--- config.mk ---
export PLATFORM = sky130hd
export DESIGN_NAME = websocket_frame_deframer_top
export DESIGN_NICKNAME = d
export VERILOG_FILES = /design/src/rtl/wsfd_pkg.sv /design/src/rtl/websocket_frame_deframer_top.sv
export SDC_FILE = /design/constraint.sdc
export NUM_CORES = 1
export LEC_CHECK = 0
export BUFFER_PORTS_ARGS = -buffer_cell sky130_fd_sc_hd__buf_2
export CAP_MARGIN = 20
export CORE_MARGIN = 2
export CORE_UTILIZATION = 40
export CTS_CLUSTER_SIZE = 14
export DETAILED_ROUTE_END_ITERATION = 12
export HOLD_SLACK_MARGIN = 0.15
export MAX_ROUTING_LAYER = met4
export PLACE_DENSITY = 0.54
export SLEW_MARGIN = 40
export SYNTH_ARGS = -nofsm -noshare
export SYNTH_HDL_FRONTEND = slang
export SYNTH_SLANG_ARGS = --single-unit
--- constraint.sdc ---
create_clock -name clock -period 10.1 [get_ports clock]
set_clock_uncertainty 0.1 [all_clocks]
set_input_delay 1.515 -clock clock [delete_from_list [all_inputs] [get_ports clock]]
set_output_delay 1.515 -clock clock [all_outputs]
set_load 0.01 [all_outputs]
--- src/rtl/wsfd_pkg.sv ---
package wsfd_pkg;

   typedef enum logic [2:0] {
      PH_HDR0    = 3'd0,
      PH_HDR1    = 3'd1,
      PH_EXT16   = 3'd2,
      PH_EXT64   = 3'd3,
      PH_MASK    = 3'd4,
      PH_PAYLOAD = 3'd5
   } phase_type;

   localparam logic [3:0] OP_CONT   = 4'h0;
   localparam logic [3:0] OP_TEXT   = 4'h1;
   localparam logic [3:0] OP_BINARY = 4'h2;
   localparam logic [3:0] OP_CLOSE  = 4'h8;
   localparam logic [3:0] OP_PING   = 4'h9;
   localparam logic [3:0] OP_PONG   = 4'hA;

   localparam logic [2:0] KIND_DATA       = 3'd0;
   localparam logic [2:0] KIND_PING_DATA  = 3'd1;
   localparam logic [2:0] KIND_EMPTY_PING = 3'd2;
   localparam logic [2:0] KIND_CLOSE      = 3'd3;
   localparam logic [2:0] KIND_BAD_OPCODE = 3'd4;
   localparam logic [2:0] KIND_OVERSIZE   = 3'd5;

   localparam int LEN_W = 25;

   localparam logic [LEN_W-1:0] MAX_LEN_RESET = 25'd4194304;
   localparam logic [6:0]       CODE_EXT16    = 7'd126;
   localparam logic [6:0]       CODE_EXT64    = 7'd127;
   localparam logic [2:0]       EXT16_LAST    = 3'd1;
   localparam logic [2:0]       EXT64_LAST    = 3'd7;
   localparam logic [2:0]       MASK_LAST     = 3'd3;

endpackage

--- src/rtl/websocket_frame_deframer_top.sv ---
// A request that gives a result shows it on rsp_valid in the cycle after acceptance.
// Throughput: one received byte per cycle while req_stall is low; the header parser
// and unmasking sit in a single combinational pass between the parser state registers
// and the result register. A request is refused only while it is full and stalled.
// Reset (synchronous, active high) returns the parser to the first header byte,
// clears the halt, empties the result register and sets the length limit to 4194304.
module websocket_frame_deframer_top (
   input  logic        clock,
   input  logic        reset,
   input  logic        req_valid,
   output logic        req_stall,
   input  logic [7:0]  req_rx_byte,
   output logic        rsp_valid,
   input  logic        rsp_stall,
   output logic [7:0]  rsp_data_byte,
   output logic [2:0]  rsp_kind,
   output logic        rsp_last,
   input  logic        csr_wr_en,
   input  logic [24:0] csr_wr_data
);

   wsfd_pkg::phase_type phase_ff, phase_in;
   logic [3:0]                 opcode_ff, opcode_in;
   logic                       mask_ff, mask_in;
   logic [2:0]                 cnt_ff, cnt_in;
   logic [wsfd_pkg::LEN_W-1:0] len_ff, len_in;
   logic                       ovf_ff, ovf_in;
   logic [31:0]                key_ff, key_in;
   logic [wsfd_pkg::LEN_W-1:0] idx_ff, idx_in;
   logic                       halted_ff, halted_in;
   logic [wsfd_pkg::LEN_W-1:0] max_len_ff;

   logic                       rsp_valid_ff;
   logic [7:0]                 rsp_data_ff;
   logic [2:0]                 rsp_kind_ff;
   logic                       rsp_last_ff;

   logic                       fire;
   logic [6:0]                 code;
   logic                       code_short;
   logic [wsfd_pkg::LEN_W-1:0] len_cur;
   logic                       ovf_cur;
   logic                       ext_done;
   logic                       len_known;
   logic                       oversize;
   logic                       mask_now;
   logic                       mask_done;
   logic                       start_pl;
   logic [wsfd_pkg::LEN_W-1:0] len_start;
   logic                       start_empty;
   logic [wsfd_pkg::LEN_W-1:0] idx_next;
   logic                       pl_end;
   logic                       finish;
   logic                       op_fatal;
   logic                       op_data;
   logic [7:0]                 key_byte;
   logic [7:0]                 unmasked;

   logic                       res_valid;
   logic [7:0]                 res_data;
   logic [2:0]                 res_kind;
   logic                       res_last;
   logic                       res_load;

   assign req_stall = rsp_valid_ff && rsp_stall;
   assign fire      = req_valid && !req_stall;

   // Header decode shared by the state update and the result logic.
   always_comb begin
      code       = req_rx_byte[6:0];
      code_short = (code != wsfd_pkg::CODE_EXT16) && (code != wsfd_pkg::CODE_EXT64);
      ext_done   = ((phase_ff == wsfd_pkg::PH_EXT16) && (cnt_ff == wsfd_pkg::EXT16_LAST)) ||
                   ((phase_ff == wsfd_pkg::PH_EXT64) && (cnt_ff == wsfd_pkg::EXT64_LAST));
      // Only the low 25 bits of the length are kept; anything shifted above them
      // can only make the frame oversize, so a sticky flag records it.
      if (phase_ff == wsfd_pkg::PH_HDR1) begin
         len_cur = {{(wsfd_pkg::LEN_W-7){1'b0}}, code};
         ovf_cur = 1'b0;
      end else begin
         len_cur = {len_ff[wsfd_pkg::LEN_W-9:0], req_rx_byte};
         ovf_cur = ovf_ff || (|len_ff[wsfd_pkg::LEN_W-1:wsfd_pkg::LEN_W-8]);
      end
      len_known = ((phase_ff == wsfd_pkg::PH_HDR1) && code_short) || ext_done;
      oversize  = len_known && (ovf_cur || (len_cur > max_len_ff));
      mask_now  = (phase_ff == wsfd_pkg::PH_HDR1) ? req_rx_byte[7] : mask_ff;
      mask_done = (phase_ff == wsfd_pkg::PH_MASK) && (cnt_ff == wsfd_pkg::MASK_LAST);
      start_pl  = (len_known && !oversize && !mask_now) || mask_done;
      len_start = mask_done ? len_ff : len_cur;
      start_empty = start_pl && (len_start == '0);
      idx_next  = idx_ff + 1'b1;
      pl_end    = (phase_ff == wsfd_pkg::PH_PAYLOAD) && (idx_next == len_ff);
      finish    = start_empty || pl_end;
      case (opcode_ff) inside
         wsfd_pkg::OP_CONT, wsfd_pkg::OP_TEXT, wsfd_pkg::OP_BINARY,
         wsfd_pkg::OP_PING, wsfd_pkg::OP_PONG: op_fatal = 1'b0;
         default:                              op_fatal = 1'b1;
      endcase
      op_data   = (opcode_ff == wsfd_pkg::OP_CONT) || (opcode_ff == wsfd_pkg::OP_BINARY);
      case (idx_ff[1:0])
         2'd0:    key_byte = key_ff[31:24];
         2'd1:    key_byte = key_ff[23:16];
         2'd2:    key_byte = key_ff[15:8];
         default: key_byte = key_ff[7:0];
      endcase
      unmasked  = mask_ff ? (req_rx_byte ^ key_byte) : req_rx_byte;
   end

   // Next state of the parser.
   always_comb begin
      phase_in = phase_ff;
      if (fire && !halted_ff) begin
         unique case (phase_ff)
            wsfd_pkg::PH_HDR0: phase_in = wsfd_pkg::PH_HDR1;
            wsfd_pkg::PH_HDR1: begin
               if (code == wsfd_pkg::CODE_EXT16) begin
                  phase_in = wsfd_pkg::PH_EXT16;
               end else if (code == wsfd_pkg::CODE_EXT64) begin
                  phase_in = wsfd_pkg::PH_EXT64;
               end else if (!oversize && mask_now) begin
                  phase_in = wsfd_pkg::PH_MASK;
               end else if (start_pl) begin
                  phase_in = start_empty ? wsfd_pkg::PH_HDR0 : wsfd_pkg::PH_PAYLOAD;
               end
            end
            wsfd_pkg::PH_EXT16, wsfd_pkg::PH_EXT64: begin
               if (ext_done && !oversize) begin
                  if (mask_now) begin
                     phase_in = wsfd_pkg::PH_MASK;
                  end else begin
                     phase_in = start_empty ? wsfd_pkg::PH_HDR0 : wsfd_pkg::PH_PAYLOAD;
                  end
               end
            end
            wsfd_pkg::PH_MASK: begin
               if (mask_done) begin
                  phase_in = start_empty ? wsfd_pkg::PH_HDR0 : wsfd_pkg::PH_PAYLOAD;
               end
            end
            wsfd_pkg::PH_PAYLOAD: begin
               if (pl_end) begin
                  phase_in = wsfd_pkg::PH_HDR0;
               end
            end
            default: phase_in = wsfd_pkg::PH_HDR0;
         endcase
      end
   end

   // Datapath registers and the result of the current request.
   always_comb begin
      opcode_in = opcode_ff;
      mask_in   = mask_ff;
      cnt_in    = cnt_ff;
      len_in    = len_ff;
      ovf_in    = ovf_ff;
      key_in    = key_ff;
      idx_in    = idx_ff;
      halted_in = halted_ff;
      res_valid = 1'b0;
      res_data  = 8'd0;
      res_kind  = wsfd_pkg::KIND_DATA;
      res_last  = 1'b1;
      if (fire && !halted_ff) begin
         case (phase_ff)
            wsfd_pkg::PH_HDR0: opcode_in = req_rx_byte[3:0];
            wsfd_pkg::PH_HDR1: begin
               mask_in = req_rx_byte[7];
               key_in  = 32'd0;
               cnt_in  = 3'd0;
               len_in  = code_short ? len_cur : '0;
               ovf_in  = 1'b0;
            end
            wsfd_pkg::PH_EXT16, wsfd_pkg::PH_EXT64: begin
               len_in = len_cur;
               ovf_in = ovf_cur;
               cnt_in = ext_done ? 3'd0 : cnt_ff + 3'd1;
            end
            wsfd_pkg::PH_MASK: begin
               key_in = {key_ff[23:0], req_rx_byte};
               cnt_in = cnt_ff + 3'd1;
            end
            wsfd_pkg::PH_PAYLOAD: idx_in = idx_next;
            default: ;
         endcase
         if (start_pl) begin
            idx_in = '0;
         end

         if (oversize) begin
            halted_in = 1'b1;
            res_valid = 1'b1;
            res_kind  = wsfd_pkg::KIND_OVERSIZE;
         end else if (finish && (opcode_ff == wsfd_pkg::OP_CLOSE)) begin
            halted_in = 1'b1;
            res_valid = 1'b1;
            res_kind  = wsfd_pkg::KIND_CLOSE;
         end else if (finish && op_fatal) begin
            halted_in = 1'b1;
            res_valid = 1'b1;
            res_kind  = wsfd_pkg::KIND_BAD_OPCODE;
         end else if (start_empty && (opcode_ff == wsfd_pkg::OP_PING)) begin
            res_valid = 1'b1;
            res_kind  = wsfd_pkg::KIND_EMPTY_PING;
         end else if (phase_ff == wsfd_pkg::PH_PAYLOAD) begin
            res_data = unmasked;
            res_last = pl_end;
            if (op_data) begin
               res_valid = 1'b1;
               res_kind  = wsfd_pkg::KIND_DATA;
            end else if (opcode_ff == wsfd_pkg::OP_PING) begin
               res_valid = 1'b1;
               res_kind  = wsfd_pkg::KIND_PING_DATA;
            end
         end
      end
   end

   assign res_load = fire && res_valid;

   always_ff @(posedge clock) begin
      if (reset) begin
         phase_ff     <= wsfd_pkg::PH_HDR0;
         opcode_ff    <= 4'd0;
         mask_ff      <= 1'b0;
         cnt_ff       <= 3'd0;
         len_ff       <= '0;
         ovf_ff       <= 1'b0;
         key_ff       <= 32'd0;
         idx_ff       <= '0;
         halted_ff    <= 1'b0;
         max_len_ff   <= wsfd_pkg::MAX_LEN_RESET;
         rsp_valid_ff <= 1'b0;
      end else begin
         phase_ff  <= phase_in;
         opcode_ff <= opcode_in;
         mask_ff   <= mask_in;
         cnt_ff    <= cnt_in;
         len_ff    <= len_in;
         ovf_ff    <= ovf_in;
         key_ff    <= key_in;
         idx_ff    <= idx_in;
         halted_ff <= halted_in;
         if (csr_wr_en) begin
            max_len_ff <= csr_wr_data;
         end
         if (res_load) begin
            rsp_valid_ff <= 1'b1;
         end else if (!rsp_stall) begin
            rsp_valid_ff <= 1'b0;
         end
      end
   end

   always_ff @(posedge clock) begin
      if (res_load) begin
         rsp_data_ff <= res_data;
         rsp_kind_ff <= res_kind;
         rsp_last_ff <= res_last;
      end
   end

   assign rsp_valid     = rsp_valid_ff;
   assign rsp_data_byte = rsp_data_ff;
   assign rsp_kind      = rsp_kind_ff;
   assign rsp_last      = rsp_last_ff;

`ifndef SYNTHESIS
   a_halted_silent: assert property (@(posedge clock) disable iff (reset)
      halted_ff |-> !res_load)
      else $error("result produced while halted");

   a_events_last: assert property (@(posedge clock) disable iff (reset)
      (rsp_valid_ff && (rsp_kind_ff == wsfd_pkg::KIND_EMPTY_PING ||
                        rsp_kind_ff == wsfd_pkg::KIND_CLOSE ||
                        rsp_kind_ff == wsfd_pkg::KIND_BAD_OPCODE ||
                        rsp_kind_ff == wsfd_pkg::KIND_OVERSIZE)) |-> rsp_last_ff)
      else $error("event result without last");

   a_payload_bound: assert property (@(posedge clock) disable iff (reset)
      (phase_ff == wsfd_pkg::PH_PAYLOAD && !halted_ff) |-> (!ovf_ff && idx_ff < len_ff))
      else $error("payload index beyond frame length");

   a_halt_holds: assert property (@(posedge clock) disable iff (reset)
      halted_ff |=> halted_ff)
      else $error("halt released without reset");
`endif

endmodule
==> impl_metrics.env <==
export IMPL_start_kind="flop"
export IMPL_routed_via_count=6650
export IMPL_syn_avg_cell_area_sq_um=8.288
export IMPL_synth_top_area_share_pct=31.94
export IMPL_yosysWarningCount=0
export IMPL_ys_top_cells_by_area="dfxtp_1, nor2_1, a22oi_1"
export IMPL_synth_main_ff_cell="dfxtp_1"
export IMPL_hold_class="flop to flop"
export IMPL_worstSkewPairLatency_ns=0.43
export IMPL_antenna_diode_count=0
export IMPL_p_per_area_nw_per_um2=151.8
export IMPL_drcViolationCount=0
export IMPL_synthArstFlopShare_pct=0
export IMPL_rows=50
export IMPL_fp_dieW_um=141.7
export IMPL_synth_cell_type_count=78
export IMPL_fin_crit_ns=4.738
export IMPL_final_net_count=995
export IMPL_path_class="flop to flop"
export IMPL_clkSinkCount=133
export IMPL_die_area_sq_um=20080
export IMPL_p_leak_nw=3.126
export IMPL_antenna_left=0
export IMPL_drive_above_1_share_pct=12.46
export IMPL_cts_buffers=17
export IMPL_arrival_ns=4.70
export IMPL_grt_max_degree=80
export IMPL_post_cts_buffers=0
export IMPL_htree_levels=4
export IMPL_worstMarginPinSlew_ns=0.7829
export IMPL_start_util_pct=40.68
export IMPL_cts_tree="yes"
export IMPL_place_detailed_hpwl_mm=14.65
export IMPL_setup_viol=0
export IMPL_cts_resized=0
export IMPL_clockBufferDepth=2
export IMPL_synth_seq_cells=133
export IMPL_synthCells=915
export IMPL_drtIter0Drc=517
export IMPL_routabilityCongestion=0.8807
export IMPL_io_buffers=51
export IMPL_synth_common_cells="nor2_1, dfxtp_1, nand2_1"
export IMPL_ir_drop_mv=0.1041
export IMPL_max_clock_freq_ghz=0.2111
export IMPL_synth_edff_count=12
export IMPL_stdcell_area_sq_um=8484
export IMPL_fin_tns_setup_ns=0
export IMPL_syn_area_sq_um=7584
export IMPL_period_share_pct=46.91
export IMPL_firstDrtPassIters=6
export IMPL_endpoint_kind="flop"
export IMPL_dpl_cell_area_sq_um=7931
export IMPL_wl_per_cell_um=17.96
export IMPL_grt_ovfl_total=0
export IMPL_rsz0062_at_grt="false"
export IMPL_post_synth_top_count_cell="nor2_1"
export IMPL_grt_pass1_vias=6181
export IMPL_hold_viol=0
export IMPL_run_status="finished clean"
export IMPL_drv_cap=0
export IMPL_viasPerCell=5.669
export IMPL_holdBufCountCts=0
export IMPL_path_clk_slew_ns=0.07
export IMPL_cts_root_buffer="clkbuf_16"
export IMPL_slew_headroom_pct=47.26
export IMPL_yosysSeqAreaShare_pct=36.69
export IMPL_ios=52
export IMPL_wl_mm=21.07
export IMPL_grt_total_usage_pct=22.24
export IMPL_drv_slew=0
export IMPL_area_growth_pct=11.88
export IMPL_cp_max_fo=27
export IMPL_antenna_found_initial=0
export IMPL_fp_dieH_um=141.7
export IMPL_grt_pass1_wl_mm=34.16
export IMPL_yosysTopAreaCell="dfxtp_1"
export IMPL_coreArea_sq_um=18640
export IMPL_synth_fp_nets=984
export IMPL_timing_hold_ws_ns=0.3721
export IMPL_required_ns=10.06
-- per-stage QoR --
stage | total power [mW] | std cells | setup slack, ns | util, %
after floorplan | 0.6673 | 915 | 5.977 | -
after global placement | 0.7083 | 1141 | 5.480 | 42.41
after detailed placement | 0.7102 | 1141 | 5.401 | 42.54
after CTS | 1.303 | 1173 | 5.384 | 45.50
after global routing | 1.339 | 1173 | 4.991 | 45.51
final | 1.288 | 1173 | 5.362 | 45.51
-- layer usage --
layer | track usage (%) | wire (um) | vias to the layer above | part of all wire (%)
met1 | 31.31 | 10370 | 3125 | 49
met5 | - | 0 | - | 0
li1 | - | - | 3332 | -
met4 | 6.211 | 306 | 0 | 1.5
met3 | 3.847 | 1013 | 25 | 4.8
met2 | 32.91 | 9378 | 168 | 45
-- logic make-up after synthesis --
family | Yosys count | synth area share [%]
XOR/XNOR | 40 | 4.719
multiplexers | 33 | 4.389
buffers and inverters | 103 | 5.445
AO/OA/AOI/OAI | 213 | 19.67
AND/OR/NAND/NOR | 361 | 23.84
adder cells (fa/ha/maj) | 32 | 5.247
flip-flops | 133 | 36.69
-- cell type report --
class	count	area, sq um
fill	1907	10160
multi-input combinational	679	4417
sequential	133	2783
clock buffer	19	454.2
tap	234	292.8
timing repair buffer	55	291.5
inverter	40	150.1
clock inverter	13	96.34
-- worst max-delay path: stages, from the launching register on --
cell       delay (ns)
dfxtp_1          0.56
or3b_1           0.72
and2_1           0.31
ha_1             0.31
nand4_1          0.14
a2111oi_1        0.51
nand3_1          0.20
nor4_2           0.39
a22oi_1          0.19
a221o_1          0.36
o31ai_1          0.08
o21ai_1          0.12
inv_1            0.37
-- power by group --
| group | switching (mW) | internal (mW) | leakage (nW) |
|---|---|---|---|
| Sequential | 0.0171 | 0.544 | 1.09 |
| Combinational | 0.0902 | 0.0475 | 1.76 |
| Clock | 0.258 | 0.331 | 0.272 |
-- registers in the layout (all words and copies together) (netlist names) --
| signal | count |
|---|---|
| cnt_ff | 3 |
| halted_ff | 1 |
| idx_ff | 25 |
| key_ff | 32 |
| len_ff | 25 |
| mask_ff | 1 |
| max_len_ff | 25 |
| opcode_ff | 4 |
| ovf_ff | 1 |
| phase_ff | 3 |
| rsp_data_byte | 8 |
| rsp_kind | 3 |
| rsp_last | 1 |
| rsp_valid | 1 |
-- path summary, 6_finish.rpt --
| check | end | slack [ns] | start | cells after the start |
|---|---|---|---|---|
| worst max register to register | rsp_data_byte[1] | 5.36 | phase_ff[0] | 12 |
| worst max-delay path | rsp_data_byte[1] | 5.36 | phase_ff[0] | 12 |
| worst min register to register | ovf_ff | 0.37 | ovf_ff | 2 |
| worst min-delay path | ovf_ff | 0.37 | ovf_ff | 2 |
-- cell usage in the layout, fill, tap and decap left out, drive strengths merged, types with 8 or more instances in the layout --
cell type  netlist  routed
nor2           147     147
dfxtp          121     121
nand2           66      66
a22oi           60      60
buf             16      55
inv             40      46
a21oi           42      42
o21ai           37      37
mux2i           31      31
ha              31      31
xnor2           27      27
nor3            23      23
and2            21      21
clkbuf          47      19
nand4           16      16
nand3           15      15
nor4            15      15
xor2            13      13
a311oi          12      12
edfxtp          12      12
a31oi           10      10
and3            10      10
a222oi           8       8
No activity file was read; power rests on OpenSTA's default activity.
